### src/decaying_rate_meter_macros.svh
// Assertion macros for the decaying rate meter.
`ifndef DECAYING_RATE_METER_MACROS_SVH
`define DECAYING_RATE_METER_MACROS_SVH

`ifndef SYNTHESIS

// Same-cycle implication, disabled during reset
`define DRM_ASSERT_NOW(label, ante, cons) \
  label: assert property (@(posedge clk) disable iff (rst) (ante) |-> (cons)) \
    else $error("decaying_rate_meter check failed");

// Next-cycle implication, disabled during reset
`define DRM_ASSERT_NEXT(label, ante, cons) \
  label: assert property (@(posedge clk) disable iff (rst) (ante) |=> (cons)) \
    else $error("decaying_rate_meter check failed");

`else

`define DRM_ASSERT_NOW(label, ante, cons)
`define DRM_ASSERT_NEXT(label, ante, cons)

`endif

`endif

### src/drm_pkg.sv
// Package for the decaying rate meter: widths, constants and sequencer states.
`timescale 1ns / 1ps

package drm_pkg;

  // Field widths
  localparam int unsigned SEC_W   = 32;
  localparam int unsigned USEC_W  = 20;
  localparam int unsigned AMT_W   = 32;
  localparam int unsigned TOTAL_W = 64;
  localparam int unsigned RATE_W  = 32;
  localparam int unsigned CNT_W   = 8;

  // Packed stream widths (input padded to whole bytes)
  localparam int unsigned S_DATA_W = 88;
  localparam int unsigned M_DATA_W = 96;

  // Time base and decay constants
  localparam logic [22:0]       USEC_PER_SEC  = 23'd1000000;
  localparam int unsigned       TICKS_PER_SEC = 7;
  localparam logic [CNT_W-1:0]  HISTORY_TICKS = 8'd166;
  localparam logic [RATE_W-1:0] SCALE_LIMIT   = 32'h0FFF_FFFF;

  // Action codes
  localparam logic ACT_COUNT = 1'b0;
  localparam logic ACT_READ  = 1'b1;

  // Sequencer states
  typedef enum logic [2:0] {
    ST_IDLE,
    ST_TICK,
    ST_UPDATE,
    ST_DECAY,
    ST_DONE
  } state_t;

endpackage

### src/decaying_rate_meter.sv
// Decaying rate meter: tick conversion, iterative rate decay and scaled read-out.
//
//  channel | dir | handshake          | payload
//  --------+-----+--------------------+------------------------------------------
//  s_*     | in  | s_tvalid/s_tready  | tdata: now_sec, now_usec, amount; tuser: action
//  m_*     | out | m_tvalid/m_tready  | tdata: running_total, rate_per_sec
//
// Each item passes the states tick, update, decay and done; decay does d 7/8 steps,
// where d (0..166) is the elapsed tick count, in the one shared decay unit, stopping
// early when the rate reaches zero; an item past the history window skips decay.
// s_tready is high only while the sequencer is idle; one finished result can
// wait in the output register while the next item is accepted and worked on.
// rst is synchronous and clears total, rate and last tick to zero.
`timescale 1ns / 1ps
`include "decaying_rate_meter_macros.svh"

module decaying_rate_meter (
  input  logic                          clk,
  input  logic                          rst,
  input  logic                          s_tvalid,
  output logic                          s_tready,
  // s_tdata: now_sec[31:0], now_usec[51:32], amount[83:52], zero pad[87:84]
  input  logic [drm_pkg::S_DATA_W-1:0]  s_tdata,
  // s_tuser: action[0]
  input  logic                          s_tuser,
  output logic                          m_tvalid,
  input  logic                          m_tready,
  // m_tdata: running_total[63:0], rate_per_sec[95:64]
  output logic [drm_pkg::M_DATA_W-1:0]  m_tdata
);

  // One decay step: floor(r*7/8) = r - ceil(r/8)
  function automatic logic [drm_pkg::RATE_W-1:0] decay_step(
    input logic [drm_pkg::RATE_W-1:0] r
  );
    logic [drm_pkg::RATE_W:0] w;
    w = {1'b0, r} + 33'd7;
    return r - {2'b00, w[drm_pkg::RATE_W:3]};
  endfunction

  // Rate per second from the internal rate
  function automatic logic [drm_pkg::RATE_W-1:0] scale_rate(
    input logic [drm_pkg::RATE_W-1:0] r
  );
    logic [drm_pkg::RATE_W-1:0] e;
    logic [drm_pkg::RATE_W-1:0] t;
    e = {3'b000, r[drm_pkg::RATE_W-1:3]};
    t = {r[drm_pkg::RATE_W-4:0], 3'b000} - r + 32'd7;
    if (r > drm_pkg::SCALE_LIMIT) begin
      return {e[drm_pkg::RATE_W-4:0], 3'b000} - e;
    end
    return {3'b000, t[drm_pkg::RATE_W-1:3]};
  endfunction

  drm_pkg::state_t state, state_next;

  // Meter state
  logic [drm_pkg::TOTAL_W-1:0] total;
  logic [drm_pkg::RATE_W-1:0]  rate;
  logic [drm_pkg::SEC_W-1:0]   last_tick;

  // Item working registers
  logic [drm_pkg::SEC_W-1:0]   sec;
  logic [drm_pkg::USEC_W-1:0]  usec;
  logic [drm_pkg::AMT_W-1:0]   amt;
  logic [drm_pkg::SEC_W-1:0]   tick;
  logic [drm_pkg::CNT_W-1:0]   count;

  logic                        s_accept;
  logic                        out_free;
  logic [22:0]                 usec7;
  logic [2:0]                  frac;
  logic [drm_pkg::SEC_W-1:0]   tick_calc;
  logic [drm_pkg::SEC_W-1:0]   elapsed;
  logic                        ld_out;

  assign s_accept = s_tvalid && s_tready;
  assign out_free = !m_tvalid || m_tready;

  // Tick = sec*7 + floor(usec*7/1e6); the fraction is a count of threshold hits
  always_comb begin
    usec7 = {usec, 3'b000} - {3'b000, usec};
    frac  = 3'd0;
    for (int k = 1; k <= drm_pkg::TICKS_PER_SEC; k++) begin
      if (usec7 >= 23'(k) * drm_pkg::USEC_PER_SEC) begin
        frac = frac + 3'd1;
      end
    end
    tick_calc = {sec[drm_pkg::SEC_W-4:0], 3'b000} - sec + {29'd0, frac};
  end

  assign elapsed = tick - last_tick;

  // Sequencer state register
  always_ff @(posedge clk) begin
    if (rst) begin
      state <= drm_pkg::ST_IDLE;
    end else begin
      state <= state_next;
    end
  end

  // Next state and controls
  always_comb begin
    state_next = state;
    s_tready   = 1'b0;
    ld_out     = 1'b0;
    case (state)
      drm_pkg::ST_IDLE: begin
        s_tready = 1'b1;
        if (s_tvalid) begin
          state_next = drm_pkg::ST_TICK;
        end
      end
      drm_pkg::ST_TICK: begin
        state_next = drm_pkg::ST_UPDATE;
      end
      drm_pkg::ST_UPDATE: begin
        if (elapsed > {24'd0, drm_pkg::HISTORY_TICKS}) begin
          state_next = drm_pkg::ST_DONE;
        end else begin
          state_next = drm_pkg::ST_DECAY;
        end
      end
      drm_pkg::ST_DECAY: begin
        if (count == '0 || rate == '0) begin
          state_next = drm_pkg::ST_DONE;
        end
      end
      drm_pkg::ST_DONE: begin
        if (out_free) begin
          ld_out     = 1'b1;
          state_next = drm_pkg::ST_IDLE;
        end
      end
      default: begin
        state_next = drm_pkg::ST_IDLE;
      end
    endcase
  end

  // Meter state and output valid
  always_ff @(posedge clk) begin
    if (rst) begin
      total     <= '0;
      rate      <= '0;
      last_tick <= '0;
      m_tvalid  <= 1'b0;
    end else begin
      if (state == drm_pkg::ST_UPDATE) begin
        total     <= total + {32'd0, amt};
        last_tick <= tick;
        if (elapsed > {24'd0, drm_pkg::HISTORY_TICKS}) begin
          rate <= amt;
        end
      end
      // shared decay unit, one step per cycle; amount folded in at the end
      if (state == drm_pkg::ST_DECAY) begin
        if (count == '0 || rate == '0) begin
          rate <= rate + amt;
        end else begin
          rate <= decay_step(rate);
        end
      end
      if (ld_out) begin
        m_tvalid <= 1'b1;
      end else if (m_tready) begin
        m_tvalid <= 1'b0;
      end
    end
  end

  // Item capture, tick, step count and result payload
  always_ff @(posedge clk) begin
    if (s_accept) begin
      sec  <= s_tdata[31:0];
      usec <= s_tdata[51:32];
      amt  <= (s_tuser == drm_pkg::ACT_READ) ? '0 : s_tdata[83:52];
    end
    if (state == drm_pkg::ST_TICK) begin
      tick <= tick_calc;
    end
    if (state == drm_pkg::ST_UPDATE) begin
      count <= elapsed[drm_pkg::CNT_W-1:0];
    end else if (state == drm_pkg::ST_DECAY && count != '0) begin
      count <= count - 8'd1;
    end
    if (ld_out) begin
      m_tdata <= {scale_rate(rate), total};
    end
  end

  // Checks
  `DRM_ASSERT_NEXT(a_busy_after_accept, s_accept, !s_tready)
  `DRM_ASSERT_NOW(a_count_in_history, state == drm_pkg::ST_DECAY, count <= drm_pkg::HISTORY_TICKS)
  `DRM_ASSERT_NOW(a_result_from_done, $rose(m_tvalid), $past(state == drm_pkg::ST_DONE))

endmodule

### config.mk
export PLATFORM = sky130hd
export DESIGN_NAME = decaying_rate_meter
export DESIGN_NICKNAME = d
export VERILOG_FILES = /design/src/drm_pkg.sv /design/src/decaying_rate_meter.sv
export VERILOG_INCLUDE_DIRS = /design/src /design/src/src
export SDC_FILE = /design/constraint.sdc
export NUM_CORES = 1
export LEC_CHECK = 0
export ABC_CLOCK_PERIOD_IN_PS = 21800
export CORE_MARGIN = 5
export CORE_UTILIZATION = 65
export CTS_CLUSTER_SIZE = 8
export DETAILED_ROUTE_END_ITERATION = 8
export DONT_BUFFER_PORTS = 1
export HOLD_SLACK_MARGIN = 0.15
export PLACE_DENSITY = 0.81
export SYNTH_ARGS = -nofsm -noshare
export SYNTH_HDL_FRONTEND = slang
export SYNTH_SLANG_ARGS = --single-unit
### constraint.sdc
create_clock -name clk -period 21.8 [get_ports clk]
set_clock_uncertainty 0.2 [all_clocks]
set_input_delay 2.18 -clock clk [delete_from_list [all_inputs] [get_ports clk]]
set_output_delay 2.18 -clock clk [all_outputs]
set_load 0.02 [all_outputs]
# ---- Yosys cells after proc, flatten, opt, wreduce, memory -nomap -nowiden
# Cells that the tools add are included.
dict set report classes {
  add_sub_neg 18
  order_cmp 9
  eq_ne 7
  n_mux 27
  reduce_logical 15
}
# operator count
set ops {}
lappend ops {{$mux W32} 5}
lappend ops {{$sub A32 B32 Y32} 3}
lappend ops {{$ge A23 B23 Y1 const B} 3}
lappend ops {{$add A64 B32 Y64} 1}
lappend ops {{$ge A23 B22 Y1 const B} 2}
lappend ops {{$add A32 B3 Y33 const B} 1}
lappend ops {{$add A32 B3 Y32} 1}
lappend ops {{$add A32 B3 Y32 const B} 1}
lappend ops {{$add A32 B32 Y32} 1}
lappend ops {{$gt A32 B28 Y1 const B} 1}
lappend ops {{$gt A32 B8 Y1 const B} 1}
lappend ops {{$logic_not A32 Y1} 1}
lappend ops {{$sub A32 B29 Y32} 1}
lappend ops {{$sub A32 B30 Y32} 1}
lappend ops {{$mux W3} 10}
lappend ops {{$mux W29} 1}
lappend ops {{$ge A23 B20 Y1 const B} 1}
lappend ops {{$ge A23 B21 Y1 const B} 1}
lappend ops {{$sub A23 B20 Y23} 1}
lappend ops {{$add A3 B1 Y3 const B} 6}
lappend ops {{$mux W8} 2}
lappend ops {{$pmux W3 S5} 1}
lappend ops {{$logic_not A8 Y1} 1}
lappend ops {{$mux W1} 8}
lappend ops {{other kinds (13)} 21}
dict set report word_totals {
  ff_bits 352
  output_inout_bits 98
  wordCells 88
}

# ---- Depth between registers and ports, before layout
dict set report depth {
  word_depth 16
  ltp_mapped 40
  mapped_depth_nobuf 39
}

# ---- Worst setup path after synthesis
# OpenSTA, ideal clock, no wires.
dict set report synth_path {
  kind {reg-to-reg}
  from {register usec[2] (netlist bit)}
  to {register tick[31] (netlist bit), data pin}
  t_arrival_ps 7998
  t_required_ps 21340
  setup_slack_ps 13342
  stages_incl_launch_ff 39
  n_path_buf 0
  synth_period_minus_slack_ps 8458
  cell_sequence {edfxtp_1 -> ha_1 -> and4bb_2 -> a22oi_1 -> a211oi_2 -> nor2_1 -> xor2_1 -> or4b_1 -> or3b_2 -> a21oi_1 -> o311ai_0 -> inv_1 -> ha_1 -> inv_1 -> o41ai_1 -> inv_1 -> ha_1 -> a211oi_1 -> [... 3 more ...] -> ha_1 -> o211ai_1 -> mux2i_1 -> mux2i_1 -> xnor2_1 -> ha_1 -> o21a_1 -> o31a_1 -> o211ai_1 -> and3_1 -> o21ai_0 -> a21oi_1 -> o21ai_0 -> and2_1 -> o21a_1 -> o41ai_1 -> o2111ai_1 -> xnor2_1}
}
dict set report synth_via {
  elab_chain_len 16
  elab_cells_between_ends 22
  classes_between {add/sub (8); order compare (7); mux (7)}
}
# element line_no
set synth_rtl {}
lappend synth_rtl {{start: declaration} decaying_rate_meter.sv:64} ;# logic [drm_pkg::USEC_W-1:0] usec;
lappend synth_rtl {{start signal: assignment} decaying_rate_meter.sv:177} ;# usec <= s_tdata[51:32];
lappend synth_rtl {{$sub A23 B20 Y23 *} decaying_rate_meter.sv:82} ;# usec7 = {usec, 3'b000} - {3'b000, usec};
lappend synth_rtl {{$ge A23 B20 Y1} decaying_rate_meter.sv:85} ;# if (usec7 >= 23'(k) * drm_pkg::USEC_PER_SEC) begin
lappend synth_rtl {{$mux W1} decaying_rate_meter.sv:85}
lappend synth_rtl {{$add A3 B1 Y3} decaying_rate_meter.sv:86} ;# frac = frac + 3'd1;
lappend synth_rtl {{$mux W3} decaying_rate_meter.sv:85}
lappend synth_rtl {{$add A3 B1 Y3} decaying_rate_meter.sv:86}
lappend synth_rtl {{$mux W3} decaying_rate_meter.sv:85}
lappend synth_rtl {{$add A3 B1 Y3} decaying_rate_meter.sv:86}
lappend synth_rtl {{$mux W3} decaying_rate_meter.sv:85}
lappend synth_rtl {{$add A3 B1 Y3} decaying_rate_meter.sv:86}
lappend synth_rtl {{$mux W3} decaying_rate_meter.sv:85}
lappend synth_rtl {{$add A3 B1 Y3} decaying_rate_meter.sv:86}
lappend synth_rtl {{$mux W3} decaying_rate_meter.sv:85}
lappend synth_rtl {{$add A3 B1 Y3} decaying_rate_meter.sv:86}
lappend synth_rtl {{$mux W3 *} decaying_rate_meter.sv:85}
lappend synth_rtl {{$add A32 B3 Y32 *} decaying_rate_meter.sv:89} ;# tick_calc = {sec[drm_pkg::SEC_W-4:0], 3'b000} - sec + {29'd0, frac};
lappend synth_rtl {{via tick_calc, one bit} decaying_rate_meter.sv:73} ;# logic [drm_pkg::SEC_W-1:0] tick_calc;
lappend synth_rtl {{end signal: assignment} decaying_rate_meter.sv:181} ;# tick <= tick_calc;
lappend synth_rtl {{end: declaration} decaying_rate_meter.sv:66} ;# logic [drm_pkg::SEC_W-1:0] tick;
# The timed path passes the listed nets; every way through them passes the cells marked *.
# A chain may end at the register's enable or synchronous reset.

# ---- Worst setup path in the final report
dict set report layout_path {
  from {register usec[1] (netlist bit)}
  to {register tick[31] (netlist bit), data pin}
}
# Same word-level chain as after synthesis.

==> results.md <==
- Via density: 6.30
- R2r worst-path depth: 38
- Nets: 3195
- DRT Pass-1 Iters: 6
- Initial antenna violation count: 9
- Worst vdd ir: between 0.08 and 0.09 mV
- Worst-Skew Late Latency: about 600 ps
- Clock sink count: between 300 and 400
- Root Buffer: clkbuf_16
- Final hold violation count: 0
- Vias after detailed routing: 21600
- Netlist Area Pre-Place: 25700 µm²
- Min-delay src: total[12]$_SDFFE_PP0P_
- RR Startpoint: usec[1]$_DFFE_PP_
- Crit path time final: slightly above 10000 ps
- F_max: 96.7 MHz
- Worst Path Required: 21930 ps
- Global-route wire length before repair: 104000 µm
- Max incr delay on CP: slightly below 600 ps
- CP endpoint kind: flop
- Antenna Nets Post-Route: 0
- Slew Limit Fails: 0
- Hpwl dp: 46800 µm
- Top cell by count, worst path: ha_1
- Core Rows: 72
- Comb pwr share: 0.363
- Arr. time, crit path: around 10000 ps
- Reg-to-reg endpoint: tick[31]$_DFFE_PP_
- Syn Nets: 3230
- Post-CTS Hold Fix Bufs: 0
- Post-Synthesis Cells: 2898
- Post-synthesis sequential area ratio: 0.360
- CTS H-tree depth: 2
- Post-synth EDFFs: 220
- Reg-to-reg slack, setup: between 10000 and 15000 ps
- Tcrit/Tclk final: 0.474
- Post-synth cell types: 95
- Clock network fraction of total power: 0.300
- Final setup fails: 0
- Worst hold path type: flop to flop
- Cell Int Power: 0.00155 W
- Max-Cap Viols: 0
- Post_cts resized: 0
- Synth async-reset ratio: 0
- Outcome: finished clean
- Seq pwr share: 0.337
- Synth Register Bits: ~350
- Cts bufs inserted: 50
- Area Overhead vs Synth: 7.06%
- Chip width: about 210 µm
- DRC Markers: 0
- Pwr Total: 0.00239 W
- Pin count of the biggest net entering global routing: 136
- Synth Area per Inst: 8.86 µm²
- Critical path peak fanout: 6
- Layout cells sized above 1: 0.0439
- Number of global-route vias before repair: 21300
- Longest Clk Path Bufs: 3
- CP max-delay cell: o41ai_1
- Routed wl met2: approximately 31000 µm
- Initial drt markers: roughly 1600
- Core ar.: 38800 µm²
- Worst rel slew slack: 0.197
- Unrepaired setup endpoints after global routing: false
- Dpl ws: 11780 ps
- Clk slew on worst S/H paths: 50 ps
- Final Worst Setup Slack: ~11000 ps
- Main synth FF type: edfxtp_1
- Gr ovfl total: 0
- DR WL/cell: 18.7 µm
- Die ar.: approximately 44000 µm²
- Top sig layer: met5
- Leak: ~10 nW
- Crit start category: flop
- WL met1: ~26000 µm
- Yosys warns: 0
- Setup CP Type: flop to flop
- Critical path origin: usec[1]$_DFFE_PP_
- Starting Density: 0.661
- Worst-Margin Slew: 1200 ps
- DRT Wirelength: 64100 µm
- Hold Path Stages: 0
- Tot GR Track Use: 0.281
- Post-CTS Repair Setup Buffers: 0
- PwrDens: about 87 nW/µm²
- I/O Buffers: 0
- Setup TNS Final: 0 ps
- Switching pwr: 0.000836 W
- CTS tree: yes
- Die Ht: 209 µm
- RD Place Congestion: 0.919
- Met3 wire length: 3580 µm
- I/O pins: about 190
- Hold Path Sink: m_tdata[12]$_DFFE_PP_
- Switch share: 0.350
==> power by group through the flow <==
| stage | Combinational, W | Clock, W | Sequential [W] |
|---|---|---|---|
| 2_1_floorplan | 0.000694 | 0 | 0.000803 |
| 3_3_place_gp | 0.000812 | 0 | 0.000817 |
| 3_5_place_dp | 0.000846 | 0 | 0.000819 |
| 4_1_cts | 0.000853 | 0.000733 | 0.000806 |
| 5_1_grt | 0.000963 | 0.000762 | 0.000810 |
| 6_report | 0.000867 | 0.000717 | 0.000807 |
==> worst max-delay path, delay by kind of cell (launching register included) <==
family                   cells  cell delay, ps
adder cells (fa/ha/maj)      6            1710
AND/OR/NAND/NOR              6            1780
multiplexers                 3             640
AO/OA/AOI/OAI               17            4330
XOR/XNOR                     3             780
flip-flops                   1             430
buffers and inverters        3             230
==> cells by family after synthesis <==
logic type | share of synthesized area
AND/OR/NAND/NOR | 0.178
adder cells (fa/ha/maj) | 0.125
flip-flops | 0.360
multiplexers | 0.00721
AO/OA/AOI/OAI | 0.206
XOR/XNOR | 0.0778
buffers and inverters | 0.0459
==> worst max-delay path by stage <==
stage	slack (ps)	endpoint	cells past startpoint
final	11460	tick[31]$_DFFE_PP_	38
after global routing	10970	tick[31]$_DFFE_PP_	38
after CTS	11710	tick[31]$_DFFE_PP_	38
after detailed placement	11780	tick[31]$_DFFE_PP_	38
after global placement	12090	tick[31]$_DFFE_PP_	38
after floorplan	13340	tick[31]$_DFFE_PP_	38
==> cell type report <==
type | instances | area (µm²)
Inverter | 208 | 781
Tap cell | 518 | 648
Multi-Input combinational cell | 2240 | 15300
Clock inverter | 4 | 62.6
Antenna cell | 7 | 17.5
Clock buffer | 81 | 1370
Sequential cell | 352 | 9250
Fill cell | 2943 | 11300
Timing Repair Buffer | 11 | 82.6
==> state kept, by name, summed over array words and instances, names as in the netlist, 20 cells and up <==
signal / cells
m_tdata: 96
total: 64
amt: 32
last_tick: 32
rate: 32
sec: 32
tick: 32
usec: 20
==> cell usage after synthesis, types with 63 or more instances <==
library cell,number,area share
nand2_1,298,0.044
edfxtp_1,220,0.26
o21ai_0,163,0.032
xor2_1,79,0.027
dfxtp_1,132,0.10
ha_1,209,0.10
nand3_1,67,0.013
inv_1,207,0.030
xnor2_1,149,0.051
clkbuf_1,85,0.012
nor2b_1,65,0.016
a21o_1,63,0.018
a21oi_1,261,0.051
nor2_1,215,0.031
==> cell usage in the layout (no fill, tap or decap), drive strengths merged, types with 67 or more instances in the layout <==
cell,instances
a21oi,263
clkbuf,81
dfxtp,132
edfxtp,220
ha,209
inv,210
nand2,298
nand3,67
nor2,215
o21ai,174
xnor2,149
xor2,79
==> stage by stage <==
stage / cells / utilization / instance area, µm² / hold WS (ps)
3_3_place_gp: 3329 / 0.671 / 26000 / 240
5_1_grt: 3420 / 0.708 / 27500 / 258
6_report: 3421 / 0.708 / 27500 / 247
4_1_cts: 3414 / 0.708 / 27500 / 249
2_1_floorplan: 2898 / - / 25700 / 228
3_5_place_dp: 3329 / 0.671 / 26000 / 240
==> metal layers <==
metal	track usage	up-vias
met5	0	-
met1	0.347	10200
li1	-	10400
met4	0.125	4
met3	0.0444	163
met2	0.489	729
Note: power is estimated with default switching activity, not from simulation.
